## src/rtl/gpop_pkg.sv

```systemverilog
// Shared types and constants for the path price / option payoff block.
// No dependencies; imported by the controller, datapath and top level.
`default_nettype none

package gpop_pkg;

    // Configuration register indexes
    localparam logic [2:0] REG_PREMIUM       = 3'd0;
    localparam logic [2:0] REG_INITIAL_PRICE = 3'd1;
    localparam logic [2:0] REG_STRIKE        = 3'd2;
    localparam logic [2:0] REG_DRIFT_STEP    = 3'd3;
    localparam logic [2:0] REG_VOL_STEP      = 3'd4;
    localparam logic [2:0] REG_OPTION_IS_PUT = 3'd5;
    localparam logic [2:0] REG_STEP_COUNT    = 3'd6;

    // Result kinds
    localparam logic [1:0] KIND_PREMIUM = 2'd0;
    localparam logic [1:0] KIND_PRICE   = 2'd1;
    localparam logic [1:0] KIND_PAYOFF  = 2'd2;

    // Fixed-point constants
    localparam int EXP_FRAC = 28;
    localparam int XW       = 38;                        // exponent width, Q.28 signed
    localparam logic [27:0] LN2_Q28   = 28'd186065280;   // ln 2 in Q.28
    localparam logic [20:0] RECIP_LN2 = 21'd1512775;     // floor(2^48 / LN2_Q28)

    // Datapath operations
    localparam logic [3:0] OP_NONE  = 4'd0;
    localparam logic [3:0] OP_LOAD  = 4'd1;
    localparam logic [3:0] OP_P     = 4'd2;
    localparam logic [3:0] OP_X     = 4'd3;
    localparam logic [3:0] OP_KEST  = 4'd4;
    localparam logic [3:0] OP_R     = 4'd5;
    localparam logic [3:0] OP_CORR  = 4'd6;
    localparam logic [3:0] OP_EXPM  = 4'd7;
    localparam logic [3:0] OP_EXPD  = 4'd8;
    localparam logic [3:0] OP_PMUL  = 4'd9;
    localparam logic [3:0] OP_SCALE = 4'd10;
    localparam logic [3:0] OP_FIN   = 4'd11;

    typedef struct packed {
        logic [3:0] op;
        logic       start;      // first step of a path: reload the price
        logic [2:0] n;          // Horner divisor
        logic       path_end;   // step ends the path: form the payoff
    } gpop_cmd_t;

    typedef struct packed {
        logic       load;
        logic       sel_premium;
        logic [1:0] kind;
        logic       last;
    } gpop_emit_t;

endpackage

`default_nettype wire

```

## src/rtl/gpop_ctrl.sv

```systemverilog
// Step sequencer: accepts samples, walks the datapath through one step, emits results.
// Depends on gpop_pkg.
`default_nettype none

module gpop_ctrl
    import gpop_pkg::*;
(
    input  wire logic        clk,
    input  wire logic        rst_n,
    input  wire logic        in_valid,
    output logic             in_ready,
    input  wire logic        out_free,
    input  wire logic [15:0] step_count,
    output gpop_cmd_t        cmd,
    output gpop_emit_t       emit
);

    localparam logic [3:0] S_IDLE  = 4'd0;
    localparam logic [3:0] S_PREM  = 4'd1;
    localparam logic [3:0] S_P     = 4'd2;
    localparam logic [3:0] S_X     = 4'd3;
    localparam logic [3:0] S_KEST  = 4'd4;
    localparam logic [3:0] S_R     = 4'd5;
    localparam logic [3:0] S_CORR  = 4'd6;
    localparam logic [3:0] S_EXPM  = 4'd7;
    localparam logic [3:0] S_EXPD  = 4'd8;
    localparam logic [3:0] S_PMUL  = 4'd9;
    localparam logic [3:0] S_SCALE = 4'd10;
    localparam logic [3:0] S_FIN   = 4'd11;
    localparam logic [3:0] S_EMIT  = 4'd12;

    logic [3:0]  state_reg, state_next;
    logic [2:0]  n_reg, n_next;
    logic [15:0] step_reg, step_next;
    logic        end_reg, end_next;
    logic [15:0] steps;
    logic [15:0] step_inc;
    logic        path_end;

    assign steps    = (step_count == 16'd0) ? 16'd1 : step_count;
    assign step_inc = step_reg + 16'd1;
    assign path_end = (step_inc >= steps) || (step_inc == 16'd0);

    always_comb
    begin
        state_next = state_reg;
        n_next     = n_reg;
        step_next  = step_reg;
        end_next   = end_reg;
        in_ready   = 1'b0;
        cmd        = '{op: OP_NONE, start: 1'b0, n: n_reg, path_end: end_reg};
        emit       = '{load: 1'b0, sel_premium: 1'b0, kind: KIND_PRICE, last: 1'b0};
        case (state_reg)
            S_IDLE:
            begin
                in_ready = 1'b1;
                if (in_valid)
                begin
                    cmd.op    = OP_LOAD;
                    cmd.start = (step_reg == 16'd0);
                    if (step_reg == 16'd0)
                    begin
                        if (out_free)
                        begin
                            emit = '{load: 1'b1, sel_premium: 1'b1, kind: KIND_PREMIUM,
                                     last: 1'b0};
                            state_next = S_P;
                        end
                        else
                        begin
                            state_next = S_PREM;
                        end
                    end
                    else
                    begin
                        state_next = S_P;
                    end
                end
            end
            S_PREM:
            begin
                if (out_free)
                begin
                    emit = '{load: 1'b1, sel_premium: 1'b1, kind: KIND_PREMIUM, last: 1'b0};
                    state_next = S_P;
                end
            end
            S_P:
            begin
                cmd.op     = OP_P;
                state_next = S_X;
            end
            S_X:
            begin
                cmd.op     = OP_X;
                state_next = S_KEST;
            end
            S_KEST:
            begin
                cmd.op     = OP_KEST;
                state_next = S_R;
            end
            S_R:
            begin
                cmd.op     = OP_R;
                state_next = S_CORR;
            end
            S_CORR:
            begin
                cmd.op     = OP_CORR;
                n_next     = 3'd6;
                state_next = S_EXPM;
            end
            S_EXPM:
            begin
                cmd.op     = OP_EXPM;
                state_next = S_EXPD;
            end
            S_EXPD:
            begin
                cmd.op = OP_EXPD;
                if (n_reg == 3'd1)
                begin
                    state_next = S_PMUL;
                end
                else
                begin
                    n_next     = n_reg - 3'd1;
                    state_next = S_EXPM;
                end
            end
            S_PMUL:
            begin
                cmd.op     = OP_PMUL;
                state_next = S_SCALE;
            end
            S_SCALE:
            begin
                cmd.op     = OP_SCALE;
                state_next = S_FIN;
            end
            S_FIN:
            begin
                cmd.op       = OP_FIN;
                cmd.path_end = path_end;
                end_next     = path_end;
                step_next    = path_end ? 16'd0 : step_inc;
                state_next   = S_EMIT;
            end
            S_EMIT:
            begin
                if (out_free)
                begin
                    emit = '{load: 1'b1, sel_premium: 1'b0,
                             kind: end_reg ? KIND_PAYOFF : KIND_PRICE, last: end_reg};
                    state_next = S_IDLE;
                end
            end
            default:
            begin
                state_next = S_IDLE;
            end
        endcase
    end

    always_ff @(posedge clk or negedge rst_n)
    begin
        if (!rst_n)
        begin
            state_reg <= S_IDLE;
            n_reg     <= 3'd6;
            step_reg  <= 16'd0;
            end_reg   <= 1'b0;
        end
        else
        begin
            state_reg <= state_next;
            n_reg     <= n_next;
            step_reg  <= step_next;
            end_reg   <= end_next;
        end
    end

endmodule

`default_nettype wire

```

## config.mk

```make
export PLATFORM = sky130hd
export DESIGN_NAME = gpop_ctrl
export DESIGN_NICKNAME = d
export VERILOG_FILES = /design/src/rtl/gpop_pkg.sv /design/src/rtl/gpop_ctrl.sv
export SDC_FILE = /design/constraint.sdc
export NUM_CORES = 1
export LEC_CHECK = 0
export BUFFER_PORTS_ARGS = -buffer_cell sky130_fd_sc_hd__buf_2
export CAP_MARGIN = 20
export CELL_PAD_IN_SITES_DETAIL_PLACEMENT = 0
export CELL_PAD_IN_SITES_GLOBAL_PLACEMENT = 1
export CORE_MARGIN = 4
export CORE_UTILIZATION = 32
export CTS_CLUSTER_DIAMETER = 40
export DETAILED_ROUTE_END_ITERATION = 10
export HOLD_SLACK_MARGIN = 0.12
export PLACE_DENSITY = 0.64
export SLEW_MARGIN = 20
export SYNTH_ARGS = -nofsm -noshare
export SYNTH_HDL_FRONTEND = slang
export SYNTH_SLANG_ARGS = --single-unit
```

## constraint.sdc

```tcl
create_clock -name clk -period 3.9 [get_ports clk]
set_input_delay 0 -clock clk [delete_from_list [all_inputs] [get_ports clk]]
set_output_delay 0 -clock clk [all_outputs]
set_load 0.03 [all_outputs]
```

==> results_dict.tcl, run 1 <==
set metrics [dict create \
    cts_resized 0 \
    p_clk_frac 0.134 \
    setup_tns_ns 0 \
    final_common_cell "nand2_1" \
    final_antenna_net_count 0 \
    layout_common_cells "nand2_1 (36), buf_2 (34), inv_1 (32), dfrtp_1 (22), ha_1 (20)" \
    ys_seq_area_frac 0.272 \
    core_sq_um 6760 \
    gp_congestion 0.800 \
    cts_buffers 3 \
    hold_buffers 2 \
    hold_viol_final 0 \
    dpl_cell_area_sq_um 2380 \
    stdcell_area_sq_um 2450 \
    grt_max_degree 25 \
    crit_type "reg -> out" \
    path_clk_slew_ns 0.09 \
    root_buffer "clkbuf_8" \
    slew_violations 0 \
    synthCells 275 \
    yosys_warnings 0 \
    finalSetupViolCount 0 \
    wl_per_cell_microns 14.2 \
    ys_async_sr_fraction 1.00 \
    first_pass_iters 4 \
    synth.avg_cell_area_sq_um 8.06 \
    p_switching_uw 636 \
    status "finished clean" \
    antenna_found_initial 0 \
    whs_ns 0.179 \
    drtIter0Drc 132 \
    arrival_ns 3.56 \
    ys_types 52 \
    synth_edf_count 0 \
    hp-class "in -> reg" \
    syn-cell-area_sq_um 2220 \
    synth.area.top_cells "dfrtp_1 (25%), ha_1 (11%), nand2_1 (6.1%)" \
    place_hpwl_mm 4.20 \
    power_frac_seq 0.344 \
    first_global_vias 1817 \
    drv_cap 0 \
    layout.core_utilization 0.363 \
    die_w_microns 91.2 \
    synthFlopType "dfrtp_1" \
    drive_gt1_frac 0.185 \
    synth_top_area_cell "dfrtp_1" \
    power_density_nw_per_um2 535 \
    switching_share 0.485 \
    diodes 0 \
    cts_buffer_depth 2 \
    tightest_slew_ns 0.575 \
    start_util 0.328 \
    worstPathMaxFanout 20 \
    fmaxAchievable_mhz 281 \
    drc 0 \
    dieArea_sq_um 8320 \
    intPower_uw 677 \
    largest_reg_flops 16 \
    die_y_microns 91.2 \
    grt.overflow.total 0 \
    areaGrowthSynthToFinish_pct 10.8 \
    rsz0062_at_grt "false" \
    synth_fp_nets 315 \
    layout.nets 339 \
    finalWirelength_mm 5.35 \
    ioPinCount 35 \
    synth_seq_cells 24 \
    port_buffers 34 \
    vdd_drop_max_v 0.000121 \
    clkLatencyLatePin_ns 0.27 \
    gr-usage-all-layers 0.134 \
    fp-row-count 30 \
    clock-sinks 24 \
    startpoint_type "flop" \
    end_kind "primary output" \
    power.leakage_nw 1.27 \
    cts_tree "done" \
    synthDominantCellAreaShare 0.248 \
    skew_ns 0.00179 \
    slew_headroom 0.617 \
    cp_data_required_time_ns 3.90 \
    period_share 0.913 \
    min_period_ns 3.56 \
    num_vias 1907 \
    htreeDepth 1 \
    grt_first_pass_wirelength_mm 9.14 \
    via_per_inst 5.04 \
    combPwrFrac 0.522 \
    post-cts-setup-buffer-count 0 \
]
-- power by group through the flow --
stage          clock network (mW)  logic [mW]  registers (mW)
6_report                    0.176       0.685           0.452
3_5_place_dp                    0       0.688           0.453
2_1_floorplan                   0       0.557           0.408
3_3_place_gp                    0       0.685           0.457
5_1_grt                     0.191       0.775           0.469
4_1_cts                     0.184       0.692           0.449
-- logic make-up after synthesis --
logic type / Yosys count / synth area share
flops: 24 / 0.272
compound gates: 56 / 0.177
fa+ha+maj: 20 / 0.113
mux: 1 / 0.00508
xor+xnor: 15 / 0.0593
buf+inv: 51 / 0.109
simple gates: 108 / 0.264
-- metal layers --
layer / vias up / track usage / wire length [microns]
li1: 992 / - / -
met1: 855 / 0.188 / 2660
met2: 54 / 0.215 / 2360
met3: 6 / 0.0157 / 248
met4: 0 / 0.0427 / 75
met5: - / 0 / 0
-- metrics by stage --
| stage | power (mW) | worst slack, ns | std cells |
|---|---|---|---|
| detailed placement | 1.14 | 0.583 | 372 |
| finish | 1.31 | 0.338 | 378 |
| floorplan | 0.965 | 1.04 | 275 |
| global placement | 1.14 | 0.629 | 372 |
| CTS | 1.33 | 0.314 | 378 |
| global route | 1.43 | 0.0156 | 378 |
-- synthesized netlist by cell type, types with 2 or more instances --
cell      instances
clkbuf_1          5
a211o_1           2
nand3_1           5
nand2b_1          8
buf_6             4
o21a_1            2
nand2_1          36
and3_1            4
a31oi_1           2
nor4_1            6
a21oi_1           9
nor2_1           16
nor3_1            7
buf_4             3
inv_1            32
or3_1             4
nand4_1           7
o211ai_1          5
nand3_2           2
xnor2_1          10
and2_1            2
o21ai_0          16
or2_2             2
dfstp_2           2
xor2_1            5
ha_1             20
a21o_1            5
buf_2             7
dfrtp_1          22
a211oi_1          3
-- final cells by class --
class                      instances  area (sq um)
timing repair buffer              38           205
sequential                        24           603
fill                             711          4300
multi-input combinational        200          1370
tap                               80           100
inverter                          32           120
clock buffer                       4          55.1
-- worst max-delay path, cell delays in order (launching register included) --
cell	delay, ns
dfrtp_1	0.54
ha_1	0.28
nand3_2	0.20
nor4_2	0.36
xor2_1	0.30
ha_1	0.21
o2111ai_1	0.16
or3_1	0.39
o211ai_1	0.15
buf_4	0.27
o22a_1	0.20
buf_2	0.20
-- worst paths after layout --
check / startpoint / to / slack (ns) / depth (start not counted)
min in group asynchronous: rst_n / step_reg[13] / 0.25 / 2
setup / recovery: step_reg[0] / cmd[0] / 0.34 / 11
setup reg to reg: step_reg[0] / step_reg[9] / 0.56 / 11
max in group asynchronous: rst_n / n_reg[1] / 3.26 / 2
hold reg to reg: n_reg[0] / n_reg[0] / 0.55 / 1
hold / removal: in_valid / state_reg[1] / 0.18 / 5
Note: power is estimated with default switching activity, not from simulation.
==> inputs of run 2 (changes only) <==
==> constraint.sdc (replaced) <==
create_clock -name clk -period 3.95 [get_ports clk]
set_input_delay 0 -clock clk [delete_from_list [all_inputs] [get_ports clk]]
set_output_delay 0 -clock clk [all_outputs]
set_load 0.03 [all_outputs]
==> results_dict.tcl, run 2 (synthesis results as in run 1) <==
set metrics [dict create \
    tightest_slew_ns 0.587 \
    via_per_inst 5.12 \
    drive_gt1_frac 0.185 \
    dieArea_sq_um 8320 \
    antenna_found_initial 0 \
    drv_cap 0 \
    critPathCapture "cmd[0]" \
    drtIter0Drc 97 \
    final_antenna_net_count 0 \
    areaGrowthSynthToFinish_pct 10.8 \
    hold_viol_final 0 \
    grt.overflow.total 0 \
    rsz0062_at_grt "false" \
    cts_buffer_depth 2 \
    gr-usage-all-layers 0.131 \
    min_path_cells 5 \
    htreeDepth 1 \
    wl_per_cell_microns 14.1 \
    r2r_end "step_reg[9]" \
    fmaxAchievable_mhz 283 \
    layout_common_cells "nand2_1 (36), buf_2 (34), inv_1 (32), dfrtp_1 (22), ha_1 (20)" \
    power_density_nw_per_um2 527 \
    path_cells "ha_1, nand3_2, nor4_2, xor2_1, ha_1, o2111ai_1, or3_1, o211ai_1, buf_4, o22a_1, buf_2" \
    grt_max_degree 25 \
    cts_resized 0 \
    cp-startpoint "step_reg[0]" \
    finalWirelength_mm 5.34 \
    end_kind "primary output" \
    gp_congestion 0.801 \
    critPathSlowestCell "dfrtp_1" \
    arrival_ns 3.53 \
    power.leakage_nw 1.27 \
    skew_ns 0.00617 \
    post-cts-setup-buffer-count 0 \
    worstPathMaxFanout 20 \
    slew_violations 0 \
    die_y_microns 91.2 \
    slew_headroom 0.609 \
    period_share 0.895 \
    clkLatencyLatePin_ns 0.27 \
    hp-class "in -> reg" \
    grt_first_pass_wirelength_mm 8.94 \
    path_clk_slew_ns 0.09 \
    timing.critical_path.mode_cell "ha_1" \
    crit_type "reg -> out" \
    r2r_start "step_reg[0]" \
    ioPinCount 35 \
    num_vias 1937 \
    worstRegToRegCells 11 \
    first_global_vias 1805 \
    largest_reg_flops 16 \
    setup_slack_ns 0.415 \
    cts_tree "done" \
    status "finished clean" \
    root_buffer "clkbuf_8" \
    cts_buffers 3 \
    diodes 0 \
    die_w_microns 91.2 \
    place_hpwl_mm 4.22 \
    startpoint_type "flop" \
    min_period_ns 3.53 \
    cp_data_required_time_ns 3.95 \
    finalSetupViolCount 0 \
    core_sq_um 6760 \
    fp-row-count 30 \
    clock-sinks 24 \
    drc 0 \
    ff2ff_setup_slack_ns 0.63 \
    start_util 0.328 \
    port_buffers 34 \
    first_pass_iters 4 \
    dp_slack_ns 0.619 \
    final_common_cell "nand2_1" \
    layout.nets 339 \
    vdd_drop_max_v 0.000119 \
    whs_ns 0.181 \
    setup_tns_ns 0 \
    cp_slowest_stage_delay_ns 0.56 \
]
run 2: area by class of cell:
| cell class | instances | area (sq um) |
|---|---|---|
| Fill cell | 727 | 4300 |
| Multi-Input combinational cell | 200 | 1370 |
| Inverter | 32 | 120 |
| Sequential cell | 24 | 603 |
| Tap cell | 80 | 100 |
| Clock buffer | 4 | 55.1 |
| Timing Repair Buffer | 38 | 205 |
run 2: repair_timing:
item | 4_1_cts | 5_1_grt
hold endpoints to repair | 25 | 0
setup endpoints to repair | 0 | 0
hold buffers | 2 | 0
run 2: worst max-delay path, delay by kind of cell (launching register included):
family / cells / cell delay (ns)
buffers and inverters: 2 / 0.46
and+or+nand+nor: 3 / 0.93
AOI/OAI and AO/OA: 3 / 0.50
DFF: 1 / 0.56
xor gates and xnor gates: 1 / 0.30
adders and majority gates: 2 / 0.49
run 2: how the worst min path moves through the flow:
stage	slack, ns	from	to
floorplan	-0.30	rst_n	end_reg
global placement	0.04	rst_n	step_reg[13]
detailed placement	0.05	rst_n	step_reg[13]
CTS	0.18	in_valid	state_reg[1]
global route	0.20	in_valid	state_reg[1]
finish	0.18	in_valid	state_reg[1]
run 2: power by group:
part	internal, mW	switching [mW]	total [mW]
Clock	0.0891	0.0832	0.172
Combinational	0.256	0.421	0.677
Sequential	0.323	0.121	0.444
run 2: metal layers:
metal,vias up,wire length [microns],global-route usage
li1,997,-,-
met1,886,2610,0.185
met2,48,2410,0.212
met3,6,239,0.00994
met4,0,75,0.0415
met5,-,0,0
run 2: metrics by stage:
step / power, mW / cells / instance area, sq um / util
detailed placement: 1.13 / 372 / 2380 / 0.352
floorplan: 0.953 / 275 / 2220 / -
global placement: 1.13 / 372 / 2380 / 0.352
finish: 1.29 / 378 / 2450 / 0.363
global route: 1.41 / 378 / 2450 / 0.363
CTS: 1.31 / 378 / 2450 / 0.363
==> inputs of run 3 (changes only) <==
--- a/config.mk
+++ b/config.mk
@@ -10,11 +10,11 @@
 export CELL_PAD_IN_SITES_DETAIL_PLACEMENT = 0
 export CELL_PAD_IN_SITES_GLOBAL_PLACEMENT = 1
 export CORE_MARGIN = 4
-export CORE_UTILIZATION = 32
+export CORE_UTILIZATION = 42
 export CTS_CLUSTER_DIAMETER = 40
 export DETAILED_ROUTE_END_ITERATION = 10
 export HOLD_SLACK_MARGIN = 0.12
-export PLACE_DENSITY = 0.64
+export PLACE_DENSITY = 0.8
 export SLEW_MARGIN = 20
 export SYNTH_ARGS = -nofsm -noshare
 export SYNTH_HDL_FRONTEND = slang
==> results_dict.tcl, run 3 (synthesis results as in run 1) <==
set metrics [dict create \
    status "finished clean" \
    slew_violations 0 \
    dpl_cell_area_sq_um 2360 \
    core_sq_um 5110 \
    finalWirelength_mm 4.84 \
    ioPinCount 35 \
    hold_viol_final 0 \
    antenna_found_initial 0 \
    place_hpwl_mm 3.79 \
    hp-class "in -> reg" \
    grt.overflow.total 0 \
    startpoint_type "flop" \
    cts_buffer_depth 2 \
    timing.critical_path.mode_cell "ha_1" \
    finalSetupViolCount 0 \
    drc 0 \
    gp_congestion 0.889 \
    vdd_drop_max_v 0.000224 \
    first_global_vias 1854 \
    worstPathMaxFanout 20 \
    end_kind "primary output" \
    fp-row-count 26 \
    setup_tns_ns 0 \
    cts_tree "done" \
    htreeDepth 1 \
    grt_max_degree 25 \
    use_met3 0.0146 \
    post-cts-setup-buffer-count 0 \
    layout.core_utilization 0.475 \
    path_cells "ha_1, nand3_2, nor4_2, xor2_1, ha_1, o2111ai_1, or3_1, o211ai_1, buf_4, o22a_1, buf_2" \
    slew_headroom 0.631 \
    die_w_microns 80.6 \
    final_antenna_net_count 0 \
    cp_slowest_stage_delay_ns 0.53 \
    largest_reg_flops 16 \
    dieArea_sq_um 6500 \
    layout_common_cells "nand2_1 (36), buf_2 (34), inv_1 (32), dfrtp_1 (22), ha_1 (20)" \
    total_power_mw 1.25 \
    port_buffers 34 \
    fmaxAchievable_mhz 290 \
    arrival_ns 3.45 \
    min_period_ns 3.45 \
    via_per_inst 5.29 \
    areaGrowthSynthToFinish_pct 9.43 \
    use_met1 0.223 \
    grt.busiest_layer "met2" \
    cp_data_required_time_ns 3.95 \
    fillers 517 \
    num_vias 1942 \
    gr-usage-all-layers 0.166 \
    die_y_microns 80.6 \
    period_share 0.874 \
    final_common_cell "nand2_1" \
    layout.nets 338 \
    skew_ns 0.00588 \
    drv_cap 0 \
    start_util 0.434 \
    cts_buffers 3 \
    clkLatencyLatePin_ns 0.27 \
    wl_per_cell_microns 13.2 \
    clock-sinks 24 \
    whs_ns 0.180 \
    stdcell_area_sq_um 2420 \
    cts_resized 0 \
    first_pass_iters 4 \
    power_density_nw_per_um2 516 \
    root_buffer "clkbuf_8" \
    drive_gt1_frac 0.178 \
    rsz0062_at_grt "false" \
    tightest_slew_ns 0.554 \
    diodes 0 \
    path_clk_slew_ns 0.08 \
    drtIter0Drc 49 \
    crit_type "reg -> out" \
    grt_first_pass_wirelength_mm 8.52 \
    critPathSlowestCell "dfrtp_1" \
    power.leakage_nw 1.26 \
    met2_usage 0.277 \
]
==> run 3: cell types whose count changed in the layout (fill, tap and decap cells not counted) <==
| cell | delta |
|---|---|
| clkbuf_1 | +1 |
| buf_4 | -1 |
| clkbuf_8 | -1 |
==> run 3: through the flow <==
stage	setup slack [ns]	std cells
3_5_place_dp	0.747	361
6_report	0.497	367
4_1_cts	0.489	367
5_1_grt	0.177	367
2_1_floorplan	1.09	275
3_3_place_gp	0.810	361
==> run 3: final timing paths <==
path / start / to / slack (ns) / cells past startpoint
worst max-delay path: step_reg[0] / cmd[0] / 0.50 / 11
worst min-delay path: in_valid / state_reg[1] / 0.18 / 5
worst max register to register: step_reg[0] / step_reg[9] / 0.72 / 11
worst min register to register: end_reg / end_reg / 0.55 / 1
max in group asynchronous: rst_n / n_reg[2] / 3.33 / 2
min in group asynchronous: rst_n / step_reg[10] / 0.24 / 2
==> run 3: timing repair <==
action / 4_1_cts / 5_1_grt
hold buffers: 2 / 0
endpoints found under the hold margin: 25 / 0
setup endpoints to repair: 0 / 0
==> run 3: layout make-up <==
class / instances / area (sq um) / share of cell area
flip-flops and latches: 24 / 603 / 0.249
multi-input cells: 200 / 1370 / 0.566
inverters: 32 / 120 / 0.0495
clock buffers: 4 / 45.0 / 0.0186
repair buffers: 37 / 198 / 0.0815
well taps: 70 / 87.6 / 0.0361
==> run 3: metal layers <==
layer / vias to the layer above / wire length [microns]
met4: 0 / 76
met1: 906 / 2300
met3: 5 / 219
met2: 43 / 2240
li1: 988 / -
met5: - / 0
==> run 3: worst max-delay path, delay by kind of cell (launching register included) <==
kind	cells	cell delay, ns
and+or+nand+nor	3	0.90
DFF	1	0.53
adders and majority gates	2	0.48
xor gates and xnor gates	1	0.29
buffers and inverters	2	0.46
AOI/OAI and AO/OA	3	0.50
==> run 3: power breakdown <==
group / switching, mW / internal (mW)
Clock: 0.0771 / 0.0722
Combinational: 0.400 / 0.250
Sequential: 0.129 / 0.323
Total: 0.606 / 0.646
